--- src/rtl/core/i2cm_pkg.sv ---
`timescale 1ns / 1ps
// ----------------------------------------------------------------------------
// i2cm_pkg: shared types and constants of the i2c master bit engine
// command codes, phase encoding and the queued request record
// ----------------------------------------------------------------------------
package i2cm_pkg;

  localparam int unsigned MSB_INDEX = 7;
  localparam logic [3:0] BYTE_BITS = 4'd8;
  localparam logic [15:0] PHASE_TICKS_RESET = 16'd10;

  typedef enum logic [2:0] {
    CMD_NONE  = 3'd0,
    CMD_START = 3'd1,
    CMD_STOP  = 3'd2,
    CMD_WRITE = 3'd3,
    CMD_READ  = 3'd4
  } cmd_t;

  typedef enum logic [3:0] {
    PH_IDLE    = 4'd0,
    PH_START_A = 4'd1,
    PH_START_B = 4'd2,
    PH_STOP    = 4'd3,
    PH_WR_LOW  = 4'd4,
    PH_WR_HIGH = 4'd5,
    PH_WR_TAIL = 4'd6,
    PH_RD_LOW  = 4'd7,
    PH_RD_HIGH = 4'd8,
    PH_RD_TAIL = 4'd9
  } phase_t;

  // classified request as held in the queue
  typedef struct packed {
    cmd_t       op;
    logic [7:0] data_byte;
    logic       nack_after_read;
    logic       sda_in;
  } req_t;

endpackage

--- src/rtl/core/i2cm_if.sv ---
`timescale 1ns / 1ps
// ----------------------------------------------------------------------------
// i2cm_if: request and result channels of the i2c master bit engine
// valid/ready handshake with the payload fields alongside
// ----------------------------------------------------------------------------
interface i2cm_req_if;
  logic       valid;
  logic       ready;
  logic [2:0] command;
  logic [7:0] data_byte;
  logic       nack_after_read;
  logic       sda_in;

  modport source (output valid, command, data_byte, nack_after_read, sda_in,
                  input ready);
  modport sink (input valid, command, data_byte, nack_after_read, sda_in,
                output ready);
endinterface

interface i2cm_res_if;
  logic       valid;
  logic       ready;
  logic       scl_level;
  logic       sda_level;
  logic       sda_drive;
  logic       busy_res;
  logic       done_res;
  logic [7:0] read_byte;
  logic       ack_received;

  modport source (output valid, scl_level, sda_level, sda_drive, busy_res,
                  done_res, read_byte, ack_received, input ready);
  modport sink (input valid, scl_level, sda_level, sda_drive, busy_res,
                done_res, read_byte, ack_received, output ready);
endinterface

--- src/rtl/core/i2cm_front.sv ---
`timescale 1ns / 1ps
// ----------------------------------------------------------------------------
// i2cm_front: request intake
// classifies the command code and holds requests in a two-entry queue
// ----------------------------------------------------------------------------
module i2cm_front (
  input  logic          clk,
  input  logic          rst,
  i2cm_req_if.sink      req,
  output logic          q_valid,
  input  logic          q_ready,
  output i2cm_pkg::req_t q_entry
);
  import i2cm_pkg::*;

  req_t       mem [2];
  logic       wr_ptr;
  logic       rd_ptr;
  logic [1:0] count;
  logic       push;
  logic       pop;
  req_t       classified;

  // unknown codes behave as no command
  always_comb begin
    case (req.command)
      CMD_START, CMD_STOP, CMD_WRITE, CMD_READ: classified.op = cmd_t'(req.command);
      default:                                   classified.op = CMD_NONE;
    endcase
    classified.data_byte       = req.data_byte;
    classified.nack_after_read = req.nack_after_read;
    classified.sda_in          = req.sda_in;
  end

  assign req.ready = (count != 2'd2);
  assign push      = req.valid & req.ready;
  assign q_valid   = (count != 2'd0);
  assign pop       = q_valid & q_ready;
  assign q_entry   = mem[rd_ptr];

  always_ff @(posedge clk) begin
    if (push) begin
      mem[wr_ptr] <= classified;
    end
  end

  always_ff @(posedge clk) begin
    if (rst) begin
      wr_ptr <= 1'b0;
      rd_ptr <= 1'b0;
      count  <= 2'd0;
    end else begin
      if (push) begin
        wr_ptr <= ~wr_ptr;
      end
      if (pop) begin
        rd_ptr <= ~rd_ptr;
      end
      case ({push, pop})
        2'b10:   count <= count + 2'd1;
        2'b01:   count <= count - 2'd1;
        default: count <= count;
      endcase
    end
  end

endmodule

--- src/rtl/core/i2cm_back.sv ---
`timescale 1ns / 1ps
// ----------------------------------------------------------------------------
// i2cm_back: bus sequencer
// steps the pin phases one tick per request and registers the result
// ----------------------------------------------------------------------------
module i2cm_back (
  input  logic           clk,
  input  logic           rst,
  input  logic           cfg_wen,
  input  logic [15:0]    cfg_wdata,
  input  logic           q_valid,
  output logic           q_ready,
  input  i2cm_pkg::req_t q_entry,
  i2cm_res_if.source     res
);
  import i2cm_pkg::*;

  logic [15:0] phase_ticks;
  phase_t      phase,      phase_next;
  logic [3:0]  bit_count,  bit_count_next;
  logic [15:0] tick_count, tick_count_next;
  logic [7:0]  shift_out,  shift_out_next;
  logic [7:0]  shift_in,   shift_in_next;
  logic        ack_flag,   ack_flag_next;
  logic        scl_reg,    scl_reg_next;
  logic        sda_reg,    sda_reg_next;
  logic        drive_reg,  drive_reg_next;
  logic        done_next;
  logic        step;
  logic [16:0] tick_sum;
  logic [15:0] limit;
  logic [3:0]  bit_inc;
  logic [7:0]  shift_shl;

  assign q_ready   = ~res.valid | res.ready;
  assign step      = q_valid & q_ready;
  assign tick_sum  = {1'b0, tick_count} + 17'd1;
  assign limit     = (phase_ticks == 16'd0) ? 16'd1 : phase_ticks;
  assign bit_inc   = bit_count + 4'd1;
  assign shift_shl = {shift_out[6:0], 1'b0};

  always_ff @(posedge clk) begin
    if (rst) begin
      phase_ticks <= PHASE_TICKS_RESET;
    end else if (cfg_wen) begin
      phase_ticks <= cfg_wdata;
    end
  end

  always_comb begin
    phase_next      = phase;
    bit_count_next  = bit_count;
    tick_count_next = tick_count;
    shift_out_next  = shift_out;
    shift_in_next   = shift_in;
    ack_flag_next   = ack_flag;
    scl_reg_next    = scl_reg;
    sda_reg_next    = sda_reg;
    drive_reg_next  = drive_reg;
    done_next       = 1'b0;
    if (phase == PH_IDLE) begin
      tick_count_next = 16'd0;
      case (q_entry.op)
        CMD_START: begin
          sda_reg_next   = 1'b1;
          scl_reg_next   = 1'b1;
          drive_reg_next = 1'b1;
          phase_next     = PH_START_A;
        end
        CMD_STOP: begin
          sda_reg_next   = 1'b0;
          scl_reg_next   = 1'b1;
          drive_reg_next = 1'b1;
          phase_next     = PH_STOP;
        end
        CMD_WRITE: begin
          shift_out_next = q_entry.data_byte;
          bit_count_next = 4'd0;
          drive_reg_next = 1'b1;
          sda_reg_next   = q_entry.data_byte[MSB_INDEX];
          phase_next     = PH_WR_LOW;
        end
        CMD_READ: begin
          // bit 0 keeps the ack level for the end of the read
          shift_out_next = {7'd0, q_entry.nack_after_read};
          bit_count_next = 4'd0;
          drive_reg_next = 1'b0;
          phase_next     = PH_RD_LOW;
        end
        default: begin
          phase_next = PH_IDLE;
        end
      endcase
    end else if (tick_sum < {1'b0, limit}) begin
      tick_count_next = tick_sum[15:0];
    end else begin
      tick_count_next = 16'd0;
      case (phase)
        PH_START_A: begin
          sda_reg_next = 1'b0;
          phase_next   = PH_START_B;
        end
        PH_START_B: begin
          scl_reg_next = 1'b0;
          phase_next   = PH_IDLE;
          done_next    = 1'b1;
        end
        PH_STOP: begin
          sda_reg_next = 1'b1;
          phase_next   = PH_IDLE;
          done_next    = 1'b1;
        end
        PH_WR_LOW: begin
          scl_reg_next = 1'b1;
          phase_next   = PH_WR_HIGH;
        end
        PH_RD_LOW: begin
          scl_reg_next = 1'b1;
          phase_next   = PH_RD_HIGH;
        end
        PH_WR_HIGH: begin
          if (bit_count >= BYTE_BITS) begin
            ack_flag_next = ~q_entry.sda_in;
          end
          scl_reg_next = 1'b0;
          phase_next   = PH_WR_TAIL;
        end
        PH_RD_HIGH: begin
          if (bit_count < BYTE_BITS) begin
            shift_in_next = {shift_in[6:0], q_entry.sda_in};
          end
          scl_reg_next = 1'b0;
          phase_next   = PH_RD_TAIL;
        end
        PH_WR_TAIL: begin
          if (bit_count >= BYTE_BITS) begin
            drive_reg_next = 1'b1;
            phase_next     = PH_IDLE;
            done_next      = 1'b1;
          end else begin
            bit_count_next = bit_inc;
            shift_out_next = shift_shl;
            if (bit_inc < BYTE_BITS) begin
              sda_reg_next = shift_shl[MSB_INDEX];
            end else begin
              drive_reg_next = 1'b0;
            end
            phase_next = PH_WR_LOW;
          end
        end
        PH_RD_TAIL: begin
          if (bit_count >= BYTE_BITS) begin
            phase_next = PH_IDLE;
            done_next  = 1'b1;
          end else begin
            bit_count_next = bit_inc;
            if (bit_inc >= BYTE_BITS) begin
              drive_reg_next = 1'b1;
              sda_reg_next   = shift_out[0];
            end
            phase_next = PH_RD_LOW;
          end
        end
        default: begin
          phase_next = PH_IDLE;
        end
      endcase
    end
  end

  always_ff @(posedge clk) begin
    if (rst) begin
      phase      <= PH_IDLE;
      bit_count  <= 4'd0;
      tick_count <= 16'd0;
      shift_out  <= 8'd0;
      shift_in   <= 8'd0;
      ack_flag   <= 1'b0;
      scl_reg    <= 1'b1;
      sda_reg    <= 1'b1;
      drive_reg  <= 1'b1;
    end else if (step) begin
      phase      <= phase_next;
      bit_count  <= bit_count_next;
      tick_count <= tick_count_next;
      shift_out  <= shift_out_next;
      shift_in   <= shift_in_next;
      ack_flag   <= ack_flag_next;
      scl_reg    <= scl_reg_next;
      sda_reg    <= sda_reg_next;
      drive_reg  <= drive_reg_next;
    end
  end

  // result register
  always_ff @(posedge clk) begin
    if (rst) begin
      res.valid <= 1'b0;
    end else if (q_ready) begin
      res.valid <= q_valid;
    end
  end

  always_ff @(posedge clk) begin
    if (step) begin
      res.scl_level    <= scl_reg_next;
      res.sda_level    <= sda_reg_next;
      res.sda_drive    <= drive_reg_next;
      res.busy_res     <= (phase_next != PH_IDLE);
      res.done_res     <= done_next;
      res.read_byte    <= shift_in_next;
      res.ack_received <= ack_flag_next;
    end
  end

endmodule

--- src/rtl/core/i2c_master_bit_engine.sv ---
`timescale 1ns / 1ps
// ----------------------------------------------------------------------------
// i2c_master_bit_engine: i2c master bit engine
// one request per clock tick unless res stalls; drives scl/sda through start,
// stop, write byte and read byte sequences, phase length set by phase_ticks
// ----------------------------------------------------------------------------
//  channel  | dir | handshake     | payload
//  ---------+-----+---------------+---------------------------------------------
//  req      | in  | valid / ready | command, data_byte, nack_after_read, sda_in
//  res      | out | valid / ready | scl_level, sda_level, sda_drive, busy_res,
//           |     |               | done_res, read_byte, ack_received
//  cfg      | in  | write enable  | cfg_wdata = phase_ticks
//
// one request per clock while res drains; each request gives exactly one result
// a request passes through the front queue and then the result register
// the back sequencer steps only when the result register is free or drained,
// so a stalled result backs up into the two-entry queue and then into req
// rst is synchronous and clears the queue, the pin state and phase_ticks to 10
// ----------------------------------------------------------------------------
module i2c_master_bit_engine (
  input  logic        clk,
  input  logic        rst,
  input  logic        cfg_wen,
  input  logic [15:0] cfg_wdata,
  i2cm_req_if.sink    req,
  i2cm_res_if.source  res
);
  import i2cm_pkg::*;

  // front to back queue head
  logic q_valid;
  logic q_ready;
  req_t q_entry;

  // intake: command decode and queue
  i2cm_front u_front (
    .clk     (clk),
    .rst     (rst),
    .req     (req),
    .q_valid (q_valid),
    .q_ready (q_ready),
    .q_entry (q_entry)
  );

  // sequencer: one tick per request, registered result
  i2cm_back u_back (
    .clk       (clk),
    .rst       (rst),
    .cfg_wen   (cfg_wen),
    .cfg_wdata (cfg_wdata),
    .q_valid   (q_valid),
    .q_ready   (q_ready),
    .q_entry   (q_entry),
    .res       (res)
  );

endmodule

--- src/flat_wrapper.sv ---
// flat-port wrapper written by rule: the top's interface ports become plain ports
module i2c_master_bit_engine_flat import i2cm_pkg::*;
  (clk, rst, cfg_wen, cfg_wdata, req_valid, req_command, req_data_byte, req_nack_after_read, req_sda_in, req_ready, res_valid, res_scl_level, res_sda_level, res_sda_drive, res_busy_res, res_done_res, res_read_byte, res_ack_received, res_ready);
  i2cm_req_if req_i ();
  i2cm_res_if res_i ();
  input  logic clk;
  input  logic rst;
  input  logic cfg_wen;
  input  logic [15:0] cfg_wdata;
  input wire logic [$bits(req_i.valid)-1:0] req_valid;
  input wire logic [$bits(req_i.command)-1:0] req_command;
  input wire logic [$bits(req_i.data_byte)-1:0] req_data_byte;
  input wire logic [$bits(req_i.nack_after_read)-1:0] req_nack_after_read;
  input wire logic [$bits(req_i.sda_in)-1:0] req_sda_in;
  output wire logic [$bits(req_i.ready)-1:0] req_ready;
  output wire logic [$bits(res_i.valid)-1:0] res_valid;
  output wire logic [$bits(res_i.scl_level)-1:0] res_scl_level;
  output wire logic [$bits(res_i.sda_level)-1:0] res_sda_level;
  output wire logic [$bits(res_i.sda_drive)-1:0] res_sda_drive;
  output wire logic [$bits(res_i.busy_res)-1:0] res_busy_res;
  output wire logic [$bits(res_i.done_res)-1:0] res_done_res;
  output wire logic [$bits(res_i.read_byte)-1:0] res_read_byte;
  output wire logic [$bits(res_i.ack_received)-1:0] res_ack_received;
  input wire logic [$bits(res_i.ready)-1:0] res_ready;
  assign req_i.valid = req_valid;
  assign req_i.command = req_command;
  assign req_i.data_byte = req_data_byte;
  assign req_i.nack_after_read = req_nack_after_read;
  assign req_i.sda_in = req_sda_in;
  assign req_ready = req_i.ready;
  assign res_valid = res_i.valid;
  assign res_scl_level = res_i.scl_level;
  assign res_sda_level = res_i.sda_level;
  assign res_sda_drive = res_i.sda_drive;
  assign res_busy_res = res_i.busy_res;
  assign res_done_res = res_i.done_res;
  assign res_read_byte = res_i.read_byte;
  assign res_ack_received = res_i.ack_received;
  assign res_i.ready = res_ready;
  i2c_master_bit_engine u_core (.clk(clk), .rst(rst), .cfg_wen(cfg_wen), .cfg_wdata(cfg_wdata), .req(req_i), .res(res_i));
endmodule
--- config.mk ---
export PLATFORM = sky130hd
export DESIGN_NAME = i2c_master_bit_engine_flat
export DESIGN_NICKNAME = d
export VERILOG_FILES = /design/src/rtl/core/i2cm_pkg.sv /design/src/rtl/core/i2cm_if.sv /design/src/rtl/core/i2cm_front.sv /design/src/rtl/core/i2cm_back.sv /design/src/rtl/core/i2c_master_bit_engine.sv /design/src/flat_wrapper.sv
export SDC_FILE = /design/constraint.sdc
export NUM_CORES = 1
export LEC_CHECK = 0
export BUFFER_PORTS_ARGS = -buffer_cell sky130_fd_sc_hd__buf_2
export CORE_AREA = 4 4 105 107
export CTS_CLUSTER_SIZE = 20
export DETAILED_ROUTE_END_ITERATION = 10
export DIE_AREA = 0 0 109 111
export PLACE_DENSITY = 0.72
export SLEW_MARGIN = 20
export SYNTH_ARGS = -nofsm -noshare
export SYNTH_HDL_FRONTEND = slang
export SYNTH_HIERARCHICAL = 1
export SYNTH_SLANG_ARGS = --single-unit
--- constraint.sdc ---
create_clock -name clk -period 4.1 [get_ports clk]
set_clock_uncertainty 0.15 [all_clocks]
set_input_delay 0.82 -clock clk [delete_from_list [all_inputs] [get_ports clk]]
set_output_delay 0.82 -clock clk [all_outputs]
set_load 0.05 [all_outputs]
==> insert_results.sql, run 1 <==
INSERT INTO impl_metrics (metric_group, metric, value, unit) VALUES
('clock_tree', 'cts.reportedPaths.clkPinSlew', '0.10', 'ns'),
('drt', 'top_layer_used', 'met4', ''),
('finish', 'antenna_cells_inserted', '0', ''),
('synthesis', 'synth_area_per_cell', '10.03', 'sq um'),
('clock_tree', 'cts_max_path_buffers', '2', ''),
('grt', 'antenna_found_initial', '0', ''),
('drt', 'drt.antenna.violating_nets', '0', ''),
('floorplan', 'placement_rows', '37', ''),
('run_status', 'outcome', 'finished, final reports clean', ''),
('timing', 'period_minus_slack', '3.869', 'ns'),
('timing', 'final_worst_setup_slack', '0.2309', 'ns'),
('power_and_ir_drop', 'power_density', '581.3', 'nW/um^2'),
('finish', 'largest-register', 'u_core/u_front/mem', ''),
('drt', 'drt-pass1-iter-count', '5', ''),
('floorplan', 'initial_core_util', '0.5241', ''),
('synthesis', 'synth.lib_cells_used.distinct', '61', ''),
('clock_tree', 'htree_levels', '3', ''),
('finish', 'layout.nets', '623', ''),
('grt', 'grt_start_max_net_pins', '50', ''),
('drt', 'met2_length', '5156', 'um'),
('synthesis', 'synthFlopType', 'sky130_fd_sc_hd__dfxtp_1', ''),
('synthesis', 'synthesis.instances', '530', ''),
('finish', 'final_cell_area', '5937', 'sq um'),
('timing', 'final_hold_violating_endpoints', '0', ''),
('placed_design', 'detailedPlacementHpwl', '7844', 'um'),
('grt', 'first_global_vias', '3895', ''),
('finish', 'flow.area_growth_from_synthesis', '11.73', '%'),
('worst_setup_path', 'timing.critical_path.buf_inv', '2', ''),
('worst_setup_path', 'cp_slowest_cell', 'sky130_fd_sc_hd__a2111oi_2', ''),
('clock_tree', 'tritoncts.num_buffers', '9', ''),
('worst_setup_path', 'critical_path_peak_fanout', '12', ''),
('floorplan', 'io_pins', '50', ''),
('floorplan', 'die_height', '111', 'um'),
('grt', 'overflow', '0', ''),
('placed_design', 'dpl_cells', '693', ''),
('timing', 'worstMarginPinSlew', '0.6497', 'ns'),
('clock_tree', 'clock_sink_count', '105', ''),
('clock_tree', 'clock_tree_from_tritoncts', 'built', ''),
('worst_setup_path', 'critical_path.max_stage_delay', '0.44', 'ns'),
('finish', 'final-instance-count-excl-fill', '711', ''),
('synthesis', 'synthesis.area', '5314', 'sq um'),
('finish', 'final_common_cell', 'sky130_fd_sc_hd__dfxtp_1', ''),
('placed_design', 'buffer_ports.inserted', '49', ''),
('floorplan', 'die_w', '109', 'um'),
('timing', 'maxClockFrequency', '258.5', 'MHz'),
('worst_setup_path', 'crit_type', 'flop to flop', ''),
('power_and_ir_drop', 'static_leakage', '0.002407', 'uW'),
('timing', 'layout_worst_path_cycle_share', '0.9437', ''),
('clock_tree', 'clockRootBuffer', 'sky130_fd_sc_hd__clkbuf_8', ''),
('drt', 'drt_iter0_drc', '266', ''),
('finish', 'layout.cells.most_common_list', '65 x sky130_fd_sc_hd__dfxtp_1, 55 x sky130_fd_sc_hd__nor2_1, 49 x sky130_fd_sc_hd__buf_2', ''),
('floorplan', 'die-area', '12100', 'sq um'),
('drt', 'viasPerCell', '5.733', ''),
('placed_design', 'dpl_worst_slack', '0.1766', 'ns'),
('finish', 'largest_regs', 'u_core/u_front/mem: 26 flops, u_core/u_back/phase_ticks: 16 flops, u_core/u_back/tick_count: 16 flops', ''),
('worst_setup_path', 'timing.critical_path.to_type', 'flop', ''),
('synthesis', 'synthesis.nets', '583', ''),
('clock_tree', 'worstSkewPairLatency', '0.37', 'ns'),
('drt', 'post_dr_wirelength_cell', '15.84', 'um'),
('finish', 'area.sequential', '2502', 'sq um'),
('synthesis', 'yosys_warnings', '6', ''),
('floorplan', 'core_region_area', '10140', 'sq um'),
('timing', 'timing.setup.tns', '0', 'ns'),
('worst_hold_path', 'min_delay_path_class', 'flop to flop', ''),
('synthesis', 'synth-seq-cells', '105', ''),
('grt', 'first_pass_grt_wire_length', '18860', 'um'),
('synthesis', 'number_of_enable_type_register_cells_in_the_synthesized_netlist', '40', ''),
('placed_design', 'place.gp.congestion', '0.8787', ''),
('finish', 'fillCellCount', '883', ''),
('timing', 'finalSetupViolations', '0', ''),
('grt', 'grt_use_total', '0.1921', '');
-- Yosys cell counts (4+ instances only) --
master / count / share of area
sky130_fd_sc_hd__o21ai_0: 18 / 0.017
sky130_fd_sc_hd__mux2_2: 23 / 0.049
sky130_fd_sc_hd__ha_1: 19 / 0.045
sky130_fd_sc_hd__nand2_1: 26 / 0.018
sky130_fd_sc_hd__xor2_1: 8 / 0.013
sky130_fd_sc_hd__clkbuf_1: 19 / 0.013
sky130_fd_sc_hd__buf_2: 5 / 0.0047
sky130_fd_sc_hd__a22o_1: 12 / 0.020
sky130_fd_sc_hd__a211oi_1: 10 / 0.014
sky130_fd_sc_hd__nand4_1: 9 / 0.011
sky130_fd_sc_hd__and3_1: 6 / 0.0071
sky130_fd_sc_hd__dfxtp_1: 65 / 0.24
sky130_fd_sc_hd__nor4_1: 6 / 0.0071
sky130_fd_sc_hd__o221a_1: 6 / 0.013
sky130_fd_sc_hd__xnor2_1: 10 / 0.016
sky130_fd_sc_hd__o211ai_1: 4 / 0.0057
sky130_fd_sc_hd__a21oi_1: 30 / 0.028
sky130_fd_sc_hd__nor3_1: 10 / 0.0094
sky130_fd_sc_hd__inv_1: 24 / 0.017
sky130_fd_sc_hd__o41ai_1: 4 / 0.0066
sky130_fd_sc_hd__nand3_1: 19 / 0.018
sky130_fd_sc_hd__edfxtp_1: 40 / 0.23
sky130_fd_sc_hd__nand2b_1: 7 / 0.0082
sky130_fd_sc_hd__nor2_1: 55 / 0.039
sky130_fd_sc_hd__a21o_1: 7 / 0.0099
sky130_fd_sc_hd__nor2b_1: 7 / 0.0082
sky130_fd_sc_hd__buf_1: 6 / 0.0042
sky130_fd_sc_hd__mux2i_1: 23 / 0.043
-- worst paths after layout --
| check | start | to | slack, ns | cells after the start |
|---|---|---|---|---|
| worst max-delay path | u_core/u_back/tick_count[1] | u_core/u_back/res.sda_drive | 0.23 | 14 |
| worst min-delay path | u_core/u_back/ack_flag | u_core/u_back/ack_flag | 0.36 | 2 |
| worst max register to register | u_core/u_back/tick_count[1] | u_core/u_back/res.sda_drive | 0.23 | 14 |
| worst min register to register | u_core/u_back/ack_flag | u_core/u_back/ack_flag | 0.36 | 2 |
-- routing by layer --
layer  track usage  up-vias
met2        0.2879      107
li1              -     2025
met4       0.06229        0
met5             0        -
met1        0.2770     1933
met3       0.03786       11
-- cells by family (layout without fill, tap and decap cells) --
group                    after synthesis  in the layout  share of synthesized area
flip-flops                           105            105                     0.4709
XOR/XNOR                              18             18                    0.02967
multiplexers                          46             46                    0.09207
AO/OA/AOI/OAI                        119            119                     0.1629
adder cells (fa/ha/maj)               19             19                    0.04474
AND/OR/NAND/NOR                      166            166                     0.1575
buffers and inverters                 57            102                    0.04215
-- where the power goes --
part           leakage [uW]  internal [uW]  total [uW]  switching [uW]
Combinational       0.00139            440        1280             842
Clock              0.000116            367         725             359
Sequential         0.000906           1290        1440             152
-- worst register-to-register path: cells and delay by family (launching register included) --
| family | cells | cell delay (ns) |
|---|---|---|
| xor gates and xnor gates | 1 | 0.25 |
| and+or+nand+nor | 5 | 0.98 |
| buffers and inverters | 2 | 0.36 |
| AOI/OAI and AO/OA | 4 | 0.94 |
| DFF | 1 | 0.40 |
| adders and majority gates | 2 | 0.53 |
-- metrics by stage --
stage | total power [uW] | hold WS [ns]
3_5_place_dp | 2718 | 0.3450
4_1_cts | 3449 | 0.3588
2_1_floorplan | 2407 | 0.3083
3_3_place_gp | 2689 | 0.3216
6_report | 3451 | 0.3573
5_1_grt | 3649 | 0.3997
-- area by class of cell --
cell class / instances / area share
Clock buffer: 11 / 0.02381
Clock inverter: 5 / 0.01433
Inverter: 26 / 0.01644
Multi-Input combinational cell: 368 / 0.4394
Sequential cell: 105 / 0.4215
Tap cell: 136 / 0.02866
Timing Repair Buffer: 60 / 0.05585
-- repair_timing --
action / 4_1_cts / 5_1_grt
buffers inserted: 0 / 2
hold buffers: 0 / 0
gates resized for setup: 0 / 4
setup endpoints to repair: 0 / 20
Note: power is estimated with default switching activity, not from simulation.
==> run 2, diff against run 1 <==
--- a/config.mk
+++ b/config.mk
@@ -6,11 +6,10 @@
 export NUM_CORES = 1
 export LEC_CHECK = 0
 export BUFFER_PORTS_ARGS = -buffer_cell sky130_fd_sc_hd__buf_2
-export CORE_AREA = 4 4 105 107
+export CORE_AREA = 4 4 134 136
 export CTS_CLUSTER_SIZE = 20
 export DETAILED_ROUTE_END_ITERATION = 10
-export DIE_AREA = 0 0 109 111
-export PLACE_DENSITY = 0.72
+export DIE_AREA = 0 0 138 140
 export SLEW_MARGIN = 20
 export SYNTH_ARGS = -nofsm -noshare
 export SYNTH_HDL_FRONTEND = slang
==> constraint.sdc (replaced) <==
create_clock -name clk -period 3.49 [get_ports clk]
set_clock_uncertainty 0.15 [all_clocks]
set_input_delay 0.698 -clock clk [delete_from_list [all_inputs] [get_ports clk]]
set_output_delay 0.698 -clock clk [all_outputs]
set_load 0.05 [all_outputs]
==> insert_results.sql, run 2 (synthesis gave the netlist of run 1 again) <==
INSERT INTO impl_metrics (metric_group, metric, value, unit) VALUES
('finish', 'final_layout_size_suffix_gt1_frac', '0.3056', ''),
('clock_tree', 'worstSkewPairLatency', '0.36', 'ns'),
('drt', 'routed_vias', '4262', ''),
('finish', 'layout.cells.most_common_list', '61 x sky130_fd_sc_hd__dfxtp_1, 51 x sky130_fd_sc_hd__nor2_1, 49 x sky130_fd_sc_hd__buf_2', ''),
('grt', 'overflow', '0', ''),
('finish', 'fillCellCount', '1664', ''),
('grt', 'gr-usage-met3', '0.02561', ''),
('floorplan', 'initial_core_util', '0.3138', ''),
('finish', 'largest-register', 'u_core/u_front/mem', ''),
('timing', 'final_worst_setup_slack', '0.05756', 'ns'),
('placed_design', 'buffer_ports.inserted', '49', ''),
('drt', 'post_dr_wirelength_cell', '15.18', 'um'),
('grt', 'grt_start_max_net_pins', '29', ''),
('worst_setup_path', 'timing.critical_path.to_type', 'flop', ''),
('power_and_ir_drop', 'static_leakage', '0.002708', 'uW'),
('worst_setup_path', 'crit_path_cell_trace', 'ha_4 > and3_4 > nand3_1 > xnor2_2 > ha_4 > nand4_4 > a2111oi_4 > a2111oi_4 > a2111oi_4 > or2_4 > nand2_4 > mux2_2', ''),
('drt', 'postRouteWirelength', '12710', 'um'),
('worst_setup_path', 'endpoint_required_time_on_the_critical_path', '3.45', 'ns'),
('timing', 'worstMarginPinSlew', '0.6250', 'ns'),
('grt', 'first_global_vias', '4268', ''),
('timing', 'timing_max_transition_violations_final', '0', ''),
('worst_setup_path', 'cp_slowest_cell', 'sky130_fd_sc_hd__a2111oi_4', ''),
('worst_setup_path', 'destination_of_the_worst_register_to_register_timing_path', 'u_core/u_back/res.read_byte[4]', ''),
('finish', 'largest_regs', 'u_core/u_front/mem: 26 flops, u_core/u_back/phase_ticks: 16 flops, u_core/u_back/tick_count: 16 flops', ''),
('floorplan', 'placement_rows', '48', ''),
('finish', 'flow.area_growth_from_synthesis', '26.04', '%'),
('drt', 'viasPerCell', '5.092', ''),
('worst_setup_path', 'worst_r2r_startpoint', 'u_core/u_back/tick_count[0]', ''),
('floorplan', 'core_region_area', '16940', 'sq um'),
('timing', 'hold_ws', '0.3389', 'ns'),
('finish', 'layout.nets', '660', ''),
('timing', 'slew_headroom', '0.5833', ''),
('timing', 'final_hold_violating_endpoints', '0', ''),
('placed_design', 'detailed_place.area', '6050', 'sq um'),
('worst_setup_path', 'critPathArrivalTime', '3.39', 'ns'),
('finish', 'final_common_cell', 'sky130_fd_sc_hd__dfxtp_1', ''),
('placed_design', 'detailedPlacementHpwl', '8755', 'um'),
('drt', 'drt.antenna.violating_nets', '0', ''),
('clock_tree', 'clockRootBuffer', 'sky130_fd_sc_hd__clkbuf_16', ''),
('grt', 'globalRoute.busiestLayer', 'met2', ''),
('drt', 'drc_markers', '0', ''),
('worst_setup_path', 'path_common_cell', 'sky130_fd_sc_hd__a2111oi_4', ''),
('worst_setup_path', 'critical_path.max_stage_delay', '0.49', 'ns'),
('worst_hold_path', 'hold_path_startpoint', 'u_core/u_back/ack_flag', ''),
('grt', 'gr-usage-met2', '0.2148', ''),
('finish', 'area.sequential', '2510', 'sq um'),
('floorplan', 'die-area', '19320', 'sq um'),
('timing', 'period_minus_slack', '3.432', 'ns'),
('drt', 'drt_iter0_drc', '223', ''),
('clock_tree', 'clock_tree_from_tritoncts', 'built', ''),
('grt', 'first_pass_grt_wire_length', '20980', 'um'),
('floorplan', 'die_height', '140', 'um'),
('worst_setup_path', 'crit_path_start_kind', 'flop', ''),
('job', 'drv_cap', '0', ''),
('finish', 'multi_input_area', '2843', 'sq um'),
('finish', 'antenna_cells_inserted', '0', ''),
('timing', 'finalSetupViolations', '0', ''),
('clock_tree', 'cts_max_path_buffers', '2', ''),
('worst_setup_path', 'crit_type', 'flop to flop', ''),
('clock_tree', 'tritoncts.num_buffers', '9', ''),
('power_and_ir_drop', 'ir_drop', '274.5', 'uV'),
('clock_tree', 'cts.hold.buffers_added', '0', ''),
('worst_hold_path', 'min_delay_path_class', 'flop to flop', ''),
('drt', 'drt-pass1-iter-count', '4', ''),
('floorplan', 'die_w', '138', 'um'),
('run_status', 'outcome', 'finished, final reports clean', ''),
('timing', 'layout_worst_path_cycle_share', '0.9835', ''),
('finish', 'final_cell_area', '6698', 'sq um'),
('floorplan', 'io_pins', '50', ''),
('timing', 'maxClockFrequency', '291.3', 'MHz'),
('grt', 'grt_use_total', '0.1301', ''),
('placed_design', 'place.gp.congestion', '0.8914', ''),
('worst_hold_path', 'min_path_cells', '2', ''),
('grt', 'antenna_found_initial', '0', ''),
('clock_tree', 'htree_levels', '3', ''),
('grt', 'grt_util_met1', '0.1678', ''),
('worst_setup_path', 'worst-r2r-setup-slack', '0.06', 'ns'),
('worst_setup_path', 'reg2regPathDepth', '12', ''),
('worst_setup_path', 'critical_path_peak_fanout', '8', ''),
('power_and_ir_drop', 'power_density', '665.8', 'nW/um^2'),
('worst_hold_path', 'hold-path-endpoint', 'u_core/u_back/ack_flag', ''),
('placed_design', 'dpl_worst_slack', '-0.2082', 'ns'),
('clock_tree', 'clock_sink_count', '105', ''),
('finish', 'max_ffs_per_register', '26', ''),
('clock_tree', 'cts.reportedPaths.clkPinSlew', '0.08', 'ns'),
('timing', 'setup_repair_after_global_routing_missed_its_margin', 'yes', '');
## run 2: routing by layer
| layer | share of wire | routed length, um |
|---|---|---|
| met4 | 0.021 | 267 |
| met1 | 0.46 | 5820 |
| met2 | 0.49 | 6181 |
| met3 | 0.034 | 436 |
| met5 | 0 | 0 |
## run 2: repair_timing
item / in CTS / in global routing
pin swaps: 5 / 22
endpoints found under the setup margin: 43 / 51
buffers inserted: 1 / 8
gates resized for setup: 16 / 33
## run 2: final cells by class
type                       count  area share
clock buffer                  11     0.03942
inverter                      26     0.01457
multi-input combinational    368      0.4244
clock inverter                 5    0.009527
timing repair buffer          97     0.09527
sequential                   105      0.3747
tap                          225     0.04203
## run 2: power breakdown
group / switching (uW) / leakage, uW / total, uW / internal, uW
sequential: 131 / 0.000908 / 1650 / 1520
clock: 469 / 0.000158 / 1100 / 627
combinational: 1110 / 0.00164 / 1710 / 604
total: 1710 / 0.00271 / 4460 / 2750
## run 2: worst max-delay path, delay by kind of cell, from the launching register on
family,cells,cell delay [ns]
compound gates,3,0.89
simple gates,5,0.80
fa+ha+maj,2,0.46
xor+xnor,1,0.19
mux,1,0.31
flops,1,0.37
## run 2: worst max path at each step
| stage | start | endpoint | slack, ns | cells after the start |
|---|---|---|---|---|
| global placement | u_core/u_back/tick_count[1] | u_core/u_back/res.sda_drive | -0.14 | 14 |
| detailed placement | u_core/u_back/tick_count[1] | u_core/u_back/res.sda_drive | -0.21 | 14 |
| global route | u_core/u_back/tick_count[1] | u_core/u_back/res.read_byte[4] | -0.12 | 12 |
| finish | u_core/u_back/tick_count[0] | u_core/u_back/res.read_byte[4] | 0.06 | 12 |
| floorplan | u_core/u_back/tick_count[0] | u_core/u_back/shift_out[6] | 0.01 | 14 |
| CTS | u_core/u_back/tick_count[0] | u_core/u_back/shift_out[2] | 0.008 | 13 |
## run 2: per-stage QoR
stage / instances / power, uW / utilization / setup TNS [ns]
2_1_floorplan: 530 / 2829 / - / 0
3_3_place_gp: 814 / 3293 / 0.3572 / -1.358
3_5_place_dp: 814 / 3313 / 0.3572 / -4.281
4_1_cts: 831 / 4458 / 0.3821 / 0
5_1_grt: 837 / 4738 / 0.3955 / -2.652
6_report: 837 / 4460 / 0.3955 / 0
==> run 3, diff against run 2 <==
--- a/config.mk
+++ b/config.mk
@@ -6,10 +6,11 @@
 export NUM_CORES = 1
 export LEC_CHECK = 0
 export BUFFER_PORTS_ARGS = -buffer_cell sky130_fd_sc_hd__buf_2
-export CORE_AREA = 4 4 134 136
+export CORE_AREA = 4 4 105 107
 export CTS_CLUSTER_SIZE = 20
 export DETAILED_ROUTE_END_ITERATION = 10
-export DIE_AREA = 0 0 138 140
+export DIE_AREA = 0 0 109 111
+export PLACE_DENSITY = 0.75
 export SLEW_MARGIN = 20
 export SYNTH_ARGS = -nofsm -noshare
 export SYNTH_HDL_FRONTEND = slang
==> insert_results.sql, run 3 (synthesis gave the netlist of run 1 again) <==
INSERT INTO impl_metrics (metric_group, metric, value, unit) VALUES
('run_status', 'outcome', 'finished with violations', ''),
('run_status', 'failed_checks', 'setup timing', ''),
('drt', 'drt_iter0_drc', '266', ''),
('timing', 'final_worst_setup_slack', '-0.1459', 'ns'),
('floorplan', 'die-area', '12100', 'sq um'),
('clock_tree', 'clock_sink_count', '105', ''),
('power_and_ir_drop', 'power_density', '636.4', 'nW/um^2'),
('worst_setup_path', 'cp_slowest_cell', 'sky130_fd_sc_hd__dfxtp_1', ''),
('placed_design', 'buffer_ports.inserted', '49', ''),
('finish', 'final_common_cell', 'sky130_fd_sc_hd__dfxtp_1', ''),
('clock_tree', 'cts.reportedPaths.clkPinSlew', '0.11', 'ns'),
('timing', 'setup_repair_after_global_routing_missed_its_margin', 'yes', ''),
('floorplan', 'initial_core_util', '0.5241', ''),
('clock_tree', 'clockRootBuffer', 'sky130_fd_sc_hd__clkbuf_8', ''),
('floorplan', 'die_w', '109', 'um'),
('floorplan', 'core_region_area', '10140', 'sq um'),
('worst_setup_path', 'crit_type', 'flop to flop', ''),
('worst_setup_path', 'timing.critical_path.buf_inv', '3', ''),
('worst_setup_path', 'critical_path_cell_count', '14', ''),
('worst_setup_path', 'crit_path_cell_trace', 'nand4_1 > nor2_4 > xor2_2 > ha_1 > nand4_4 > a2111oi_4 > a2111oi_4 > a2111oi_2 > buf_4 > or2_4 > buf_6 > buf_6 > nand2_4 > a22oi_2', ''),
('worst_setup_path', 'reg2regPathDepth', '14', ''),
('drt', 'postRouteWirelength', '12580', 'um'),
('finish', 'largest_regs', 'u_core/u_front/mem: 26 flops, u_core/u_back/phase_ticks: 16 flops, u_core/u_back/tick_count: 16 flops', ''),
('drt', 'post_dr_wirelength_cell', '16.88', 'um'),
('finish', 'final-instance-count-excl-fill', '745', ''),
('finish', 'max_ffs_per_register', '26', ''),
('power_and_ir_drop', 'clock_power_share', '0.180', ''),
('worst_setup_path', 'crit_path_start_kind', 'flop', ''),
('finish', 'layout.nets', '657', ''),
('worst_setup_path', 'worstSetupEndpoint', 'u_core/u_back/res.scl_level', ''),
('drt', 'routed_vias', '4352', ''),
('finish', 'layout.cells.most_common_list', '60 x sky130_fd_sc_hd__dfxtp_1, 51 x sky130_fd_sc_hd__nor2_1, 49 x sky130_fd_sc_hd__buf_2', ''),
('clock_tree', 'htree_levels', '3', ''),
('worst_setup_path', 'destination_of_the_worst_register_to_register_timing_path', 'u_core/u_back/res.scl_level', ''),
('power_and_ir_drop', 'p_switching', '1708', 'uW'),
('worst_setup_path', 'endpoint_required_time_on_the_critical_path', '3.53', 'ns'),
('worst_setup_path', 'worst_r2r_startpoint', 'u_core/u_back/tick_count[4]', ''),
('floorplan', 'die_height', '111', 'um'),
('power_and_ir_drop', 'combinational_power_share', '0.422', ''),
('finish', 'flow.area_growth_from_synthesis', '21.92', '%'),
('worst_hold_path', 'min_delay_path_class', 'flop to flop', ''),
('placed_design', 'detailedPlacementHpwl', '8450', 'um'),
('placed_design', 'dpl_cells', '719', ''),
('timing', 'final_hold_violating_endpoints', '0', ''),
('power_and_ir_drop', 'ir_drop', '500.3', 'uV'),
('clock_tree', 'clock_tree_from_tritoncts', 'built', ''),
('drt', 'viasPerCell', '5.842', ''),
('drt', 'drc_markers', '0', ''),
('worst_setup_path', 'worst-r2r-setup-slack', '-0.15', 'ns'),
('clock_tree', 'tritoncts.num_buffers', '9', ''),
('grt', 'antenna_found_initial', '0', ''),
('timing', 'slew_headroom', '0.5397', ''),
('grt', 'grt_start_max_net_pins', '29', ''),
('worst_setup_path', 'critical_path_peak_fanout', '6', ''),
('worst_setup_path', 'critPathArrivalTime', '3.68', 'ns'),
('finish', 'fillCellCount', '809', ''),
('clock_tree', 'worstSkewPairLatency', '0.37', 'ns'),
('timing', 'timing.setup.tns', '-4.242', 'ns'),
('job', 'drv_cap', '0', ''),
('grt', 'first_global_vias', '4177', ''),
('power_and_ir_drop', 'total_power_consumption_of_the_routed_design', '4123', 'uW'),
('power_and_ir_drop', 'switching_share', '0.4143', ''),
('power_and_ir_drop', 'internal_dissipation', '2415', 'uW'),
('drt', 'drt-pass1-iter-count', '6', ''),
('timing', 'worstMarginPinSlew', '0.6852', 'ns'),
('grt', 'overflow', '0', ''),
('clock_tree', 'cts_max_path_buffers', '2', ''),
('drt', 'drt.antenna.violating_nets', '0', ''),
('timing', 'finalSetupViolations', '45', ''),
('timing', 'timing_max_transition_violations_final', '0', ''),
('grt', 'first_pass_grt_wire_length', '19640', 'um'),
('worst_setup_path', 'timing.critical_path.to_type', 'flop', ''),
('floorplan', 'placement_rows', '37', ''),
('finish', 'antenna_cells_inserted', '0', ''),
('timing', 'layout_worst_path_cycle_share', '1.042', ''),
('finish', 'largest-register', 'u_core/u_front/mem', ''),
('finish', 'final_layout_size_suffix_gt1_frac', '0.3153', ''),
('worst_setup_path', 'critical_path.max_stage_delay', '0.45', 'ns'),
('power_and_ir_drop', 'seq_power_share', '0.398', ''),
('timing', 'maxClockFrequency', '275.0', 'MHz'),
('placed_design', 'place.gp.congestion', '0.9284', ''),
('worst_setup_path', 'worst_path_dominant_cell_family', 'compound AO/OA/AOI/OAI gates', ''),
('timing', 'period_minus_slack', '3.636', 'ns'),
('grt', 'grt_use_total', '0.1991', ''),
('worst_setup_path', 'critPathLaunch', 'u_core/u_back/tick_count[4]', ''),
('floorplan', 'io_pins', '50', ''),
('power_and_ir_drop', 'static_leakage', '0.002648', 'uW');
==> run 3: changes by cell type in the layout (fill, tap and decap cells not counted), sizes merged <==
cell / before / now
buf: 97 / 94
bufinv: 1 / 0
clkbuf: 11 / 9
clkinv: 2 / 5
==> run 3: worst min-delay path, delay by kind of cell, from the launching register on <==
family,cells,cell delay (ns)
compound gates,1,0.05
flops,1,0.35
simple gates,1,0.07
==> run 3: metrics by stage <==
stage	utilization	setup WS (ns)	cell area (sq um)	hold WS, ns
5_1_grt	0.6390	-0.3045	6479	0.3414
4_1_cts	0.6045	-0.04014	6128	0.3446
6_report	0.6390	-0.1459	6479	0.3617
3_3_place_gp	0.5813	-0.01573	5893	0.3297
3_5_place_dp	0.5813	-0.1441	5893	0.3433
2_1_floorplan	-	0.01108	5323	0.3083
==> run 3: per-layer routing <==
metal / global-route usage / vias to the layer above / routed length (um)
li1: - / 2097 / -
met1: 0.2738 / 2070 / 5529
met2: 0.3124 / 161 / 6141
met3: 0.04485 / 24 / 710
met4: 0.05808 / 0 / 196
met5: 0 / - / 0
==> run 3: layout make-up <==
class                      count  area [sq um]  share of cell area
sequential                   105          2511              0.3876
timing repair buffer          94         626.9             0.09676
tap                          136         170.2             0.02626
multi-input combinational    368          2877              0.4440
clock buffer                   9         123.9             0.01912
clock inverter                 7         72.57             0.01120
inverter                      26         97.59             0.01506
==> run 3: how the worst min path moves through the flow <==
stage | from | endpoint | slack [ns] | cells after the start
floorplan | u_core/u_back/shift_in[7] | u_core/u_back/shift_in[7] | 0.31 | 2
global placement | u_core/u_back/ack_flag | u_core/u_back/ack_flag | 0.33 | 2
detailed placement | u_core/u_back/shift_out[0] | u_core/u_back/shift_out[0] | 0.34 | 2
CTS | req_data_byte[6] | u_core/u_front/mem[1][8] | 0.34 | 1
global route | req_data_byte[6] | u_core/u_front/mem[1][8] | 0.34 | 1
finish | u_core/u_back/shift_out[0] | u_core/u_back/shift_out[0] | 0.36 | 2
==> run 3: power by group through the flow <==
stage / clock (uW) / sequential, uW / combinational (uW)
2_1_floorplan: 0 / 1860 / 974
3_3_place_gp: 0 / 1660 / 1570
3_5_place_dp: 0 / 1660 / 1620
4_1_cts: 755 / 1640 / 1640
5_1_grt: 806 / 1670 / 1880
6_report: 741 / 1640 / 1740
==> run 3: repair_timing <==
action,in CTS,in global routing
pin swaps,1,36
setup endpoints to repair,44,51
hold buffers,0,0
buffers inserted,0,11
resized for setup,6,55
